===== src/rtl/core/glrd_pkg.sv =====
// ----------------------------------------------------------------------------
// glrd_pkg
// Shared types and constants of the GIF LZW raster decoder: item commands,
// status codes, register indexes, interlace tables and the control structs
// that join the controller to the datapath.
// ----------------------------------------------------------------------------
package glrd_pkg;

  // Size of the LZW string table and the widths that follow from it.
  localparam int unsigned CODE_BITS = 12;
  localparam int unsigned CNT_BITS  = 13;
  localparam logic [CNT_BITS-1:0] TABLE_CODES = 13'd4096;
  localparam logic [CNT_BITS-1:0] USED_LIMIT  = 13'd4095;
  localparam logic [3:0] MAX_CODE_WIDTH = 4'd12;

  // Command carried by each input item.
  typedef enum logic [1:0] {
    CMD_START = 2'd0,
    CMD_BYTE  = 2'd1,
    CMD_PULL  = 2'd2,
    CMD_NONE  = 2'd3
  } cmd_t;

  // Status codes reported with every result item.
  localparam logic [1:0] ST_OK   = 2'd0;
  localparam logic [1:0] ST_NEED = 2'd1;
  localparam logic [1:0] ST_DONE = 2'd2;
  localparam logic [1:0] ST_ERR  = 2'd3;

  // Configuration register indexes.
  localparam logic [2:0] REG_MIN_CODE  = 3'd0;
  localparam logic [2:0] REG_WIDTH     = 3'd1;
  localparam logic [2:0] REG_HEIGHT    = 3'd2;
  localparam logic [2:0] REG_INTERLACE = 3'd3;
  localparam logic [2:0] REG_COLORS    = 3'd4;
  localparam logic [2:0] REG_TRANS_EN  = 3'd5;
  localparam logic [2:0] REG_TRANS_IDX = 3'd6;

  // First row of each interlace pass.
  function automatic logic [16:0] pass_start(input logic [1:0] pass);
    logic [16:0] v;
    case (pass)
      2'd0:    v = 17'd0;
      2'd1:    v = 17'd4;
      2'd2:    v = 17'd2;
      default: v = 17'd1;
    endcase
    return v;
  endfunction

  // Row step of each interlace pass.
  function automatic logic [16:0] pass_step(input logic [1:0] pass);
    logic [16:0] v;
    case (pass)
      2'd0:    v = 17'd8;
      2'd1:    v = 17'd8;
      2'd2:    v = 17'd4;
      default: v = 17'd2;
    endcase
    return v;
  endfunction

  // Commands from the controller to the datapath.
  typedef struct packed {
    logic capture;
    logic exec;
    logic extract;
    logic decode;
    logic walk;
    logic pull;
    logic load_out;
  } ctl_cmd_t;

  // Status from the datapath to the controller.
  typedef struct packed {
    cmd_t op;
    logic drain_ok;
    logic dec_walk;
    logic walk_cont;
    logic out_busy;
  } dp_stat_t;

endpackage


===== src/rtl/core/glrd_ctrl.sv =====
// ----------------------------------------------------------------------------
// glrd_ctrl
// Controller state machine: sequences command execution, code extraction,
// prefix chain walks, pixel pulls and the hand-off of each result item.
// ----------------------------------------------------------------------------
module glrd_ctrl
  import glrd_pkg::*;
(
  input  logic     clk,
  input  logic     rst_n,
  input  logic     in_tvalid,
  output logic     in_tready,
  input  dp_stat_t stat,
  output ctl_cmd_t cmd
);

  typedef enum logic [7:0] {
    S_IDLE = 8'b0000_0001,
    S_EXEC = 8'b0000_0010,
    S_CHK  = 8'b0000_0100,
    S_DEC  = 8'b0000_1000,
    S_WALK = 8'b0001_0000,
    S_PRD  = 8'b0010_0000,
    S_PULL = 8'b0100_0000,
    S_DONE = 8'b1000_0000
  } state_t;

  state_t state_r, state_nxt;

  assign in_tready = (state_r == S_IDLE);

  // Next state and datapath commands.
  always_comb begin
    state_nxt = state_r;
    cmd       = '0;
    unique case (state_r)
      S_IDLE: begin
        if (in_tvalid) begin
          cmd.capture = 1'b1;
          state_nxt   = S_EXEC;
        end
      end
      S_EXEC: begin
        cmd.exec  = 1'b1;
        state_nxt = (stat.op == CMD_PULL) ? S_PRD : S_CHK;
      end
      S_CHK: begin
        if (stat.drain_ok) begin
          cmd.extract = 1'b1;
          state_nxt   = S_DEC;
        end else begin
          state_nxt = S_DONE;
        end
      end
      S_DEC: begin
        cmd.decode = 1'b1;
        state_nxt  = stat.dec_walk ? S_WALK : S_CHK;
      end
      S_WALK: begin
        cmd.walk  = 1'b1;
        state_nxt = stat.walk_cont ? S_WALK : S_CHK;
      end
      S_PRD: begin
        state_nxt = S_PULL;
      end
      S_PULL: begin
        cmd.pull  = 1'b1;
        state_nxt = S_CHK;
      end
      S_DONE: begin
        if (!stat.out_busy) begin
          cmd.load_out = 1'b1;
          state_nxt    = S_IDLE;
        end
      end
      default: state_nxt = S_IDLE;
    endcase
  end

  // State register.
  always_ff @(posedge clk) begin
    if (!rst_n) begin
      state_r <= S_IDLE;
    end else begin
      state_r <= state_nxt;
    end
  end

endmodule


===== config.mk =====
export PLATFORM = sky130hd
export DESIGN_NAME = glrd_ctrl
export DESIGN_NICKNAME = d
export VERILOG_FILES = /design/src/rtl/core/glrd_pkg.sv /design/src/rtl/core/glrd_ctrl.sv
export SDC_FILE = /design/constraint.sdc
export NUM_CORES = 1
export LEC_CHECK = 0
export BUFFER_PORTS_ARGS = -buffer_cell sky130_fd_sc_hd__buf_2
export CAP_MARGIN = 0
export CORE_AREA = 2 2 39 41
export CTS_BUF_LIST = sky130_fd_sc_hd__clkbuf_16
export DETAILED_ROUTE_END_ITERATION = 8
export DIE_AREA = 0 0 41 43
export PLACE_DENSITY_LB_ADDON = 0.2
export SYNTH_ARGS = -nofsm -noshare
export SYNTH_HDL_FRONTEND = slang
export SYNTH_SLANG_ARGS = --single-unit

===== constraint.sdc =====
create_clock -name clk -period 1.8 [get_ports clk]
set_input_delay 0.18 -clock clk [delete_from_list [all_inputs] [get_ports clk]]
set_output_delay 0.18 -clock clk [all_outputs]
set_load 0.05 [all_outputs]

==> impl_results.md <==
* Outcome: complete, no violations
* Initial antenna violation count at 0
* Post-synthesis sequential area ratio at between 20% and 30%
* P&R area growth vs syn at 30.38%
* Hold Crit Class: input pin to flop
* Ports at 17
* Clock insertion delay at the later pin of the skew report at 230 ps
* Crit Path Category: flop to primary output
* Tcrit/Tclk final at between 90% and 100%
* Worst Setup Start Kind: flop
* Max Fclk at between 500 and 600 MHz
* Slew Viols, Final at 0
* Max-cap violation count at 0
* Yosys Warn Count at 0
* Root buffer cell: clkbuf_16
* DRC viols at 0
* Syn Inst Count at 69
* Mapped Area at 593.1 um^2
* Post-DP HPWL at 896.6 um
* Post-synth EDFFs at 0
* Rel. slew slack at 71.39%
* Final setup margin at 54.03 ps
* Vias per cell at 5.600
* Power Density at slightly above 900 nW/um^2
* Final GP Congestion at 0.7082
* Number of flip-flops in the largest register at 8
* H-tree levels at 1
* Post-route ant nets at 0
* Leakage power total at 0.0003304 uW
* Avg Inst Size Synth at 8.595 um^2
* CP Capture Type: primary output
* Worst Path Max Fanout at 8
* Critical Path AT at roughly 1600 ps
* Dpl ws at 219.9 ps
* Total GRT Usage at 18.71%
* Syn Nets at 78
* Async S/R FF share, synth at 0%
* DR pass1 iterations at 4
* Sink Count at 8
* DRT iter0 DRCs at 9
* CTS tree: yes
* Clock Pin Slew Worst Setup and Hold Paths at 40 ps
* Row Count at 14
* Final setup fails at 0
* Hold_buf cts at 0
* Largest registers: state_r (8)
* Worst hold slack at roughly 220 ps
* Routed WL per cell at 13.09 um
* First-pass GRT wire length at 2104 um
* Port Buffers at 16
* Starting density of the core at between 40% and 50%
* Die width at 41 um
* Count of final hold-check violations at 0
* RSZ-0062 raised after global routing: true
* Synth Flop Type: dfxtp_1
* Worst Clk Skew at 5.631 ps
* Distinct cells, synth at 36
* Die Height at 43 um
* Cts bufs inserted at 3
* Nets@finish at 95
* Minimum clock period at 1746 ps
* Biggest register: state_r
* Number of global-route vias before repair at 485
* Via count at 560
* #FFs+latches synth at 8
* Req. time, crit path at about 1600 ps
* Grt ovf at 0
* Worst-margin pin slew at between 400 and 500 ps
* Clock tree buffer depth at 2
* CORE AREA at between 1000 and 1500 um^2
* Diodes inserted at 0
* Share of layout cells above drive strength 1 at between 40% and 50%
* Full die area at approximately 1800 um^2
* Largest net degree at the start of global routing at 11
* Peak VDD IR at 0.0006295 V
* Routed WL at 1309 um
[Yosys cell counts, drive strengths merged (2+ instances only)]
cell type	count	share of area, %
buf	6	8.0
o21ai	6	5.7
nor4	3	5.7
and2b	2	2.5
nand2	6	4.2
nor3b	2	2.5
a21oi	2	1.7
and3	3	4.4
nor2	7	4.4
nor3	7	7.8
and4b	2	3.6
inv	2	1.3
dfxtp	8	27
nor4b	2	6.5
[power by group]
part | internal, uW | total [uW] | switching [uW]
combinational | 50.1 | 131 | 80.8
sequential | 185 | 203 | 17.4
clock | 287 | 374 | 87.8
[worst max-delay path, cell delays in order, from the launching register on]
cell and delay (ps):
dfxtp_1 390, nor4_4 390, and3_4 250, and2_1 120, buf_4 190
[cells by family after synthesis]
logic type	synth area share, %
muxes	1.899
AOI/OAI and AO/OA	11.81
and+or+nand+nor	48.52
xor gates and xnor gates	1.477
DFF	27.00
buffers and inverters	9.281
[repair_timing]
| action | CTS | global route |
|---|---|---|
| pin swaps | 0 | 1 |
| setup endpoints to repair | 4 | 3 |
| setup buffers | 0 | 1 |
| gates resized for setup | 4 | 6 |
[area by class of cell]
| class | count | area, um^2 |
|---|---|---|
| Timing Repair Buffer | 18 | 112.6 |
| Sequential cell | 8 | 162.7 |
| Multi-Input combinational cell | 53 | 395.4 |
| Inverter | 2 | 7.507 |
| Clock buffer | 3 | 75.07 |
| Tap cell | 16 | 20.02 |
| Fill cell | 125 | 610.6 |
[stage by stage]
stage	power, uW	util [%]	std cells	cell area (um^2)	setup TNS [ps]
after floorplan	301.0	-	69	601.8	0
after global placement	329.0	47.83	96	661.9	0
after detailed placement	329.4	47.83	96	661.9	0
after CTS	710.7	54.25	99	750.7	0
after global routing	739.6	55.88	100	773.2	-8.975
final	707.9	55.88	100	773.2	0
[path summary, 6_finish.rpt]
kind	startpoint	end	slack, ps	depth (start not counted)
worst max-delay path	state_r[6]	cmd[6]	50	4
worst min-delay path	stat[3]	state_r[3]	220	3
worst max register to register	state_r[0]	state_r[2]	270	6
worst min register to register	state_r[4]	state_r[6]	550	1
[metal layers]
layer / vias to the layer above / GRT usage [%] / wire (um)
met5: - / 0 / 0
met4: 0 / 12.00 / 15
met3: 2 / 6.283 / 103
met2: 27 / 27.50 / 652
met1: 250 / 22.01 / 538
li1: 281 / - / -
[cells in the final DEF (no fill, tap or decap), types with 2 or more instances in the layout]
cell | Yosys | routed
buf_4 | 2 | 3
and3_2 | 2 | 2
nor4b_4 | 1 | 2
clkbuf_16 | 0 | 3
nor2_1 | 7 | 6
nor3b_1 | 2 | 2
buf_2 | 2 | 12
o21ai_0 | 4 | 4
dfxtp_1 | 8 | 6
nand2_1 | 5 | 5
dfxtp_2 | 0 | 2
nor3_1 | 6 | 6
and2b_1 | 2 | 2
a21oi_1 | 2 | 2
buf_6 | 2 | 2
No activity file was read; power rests on OpenSTA's default activity.
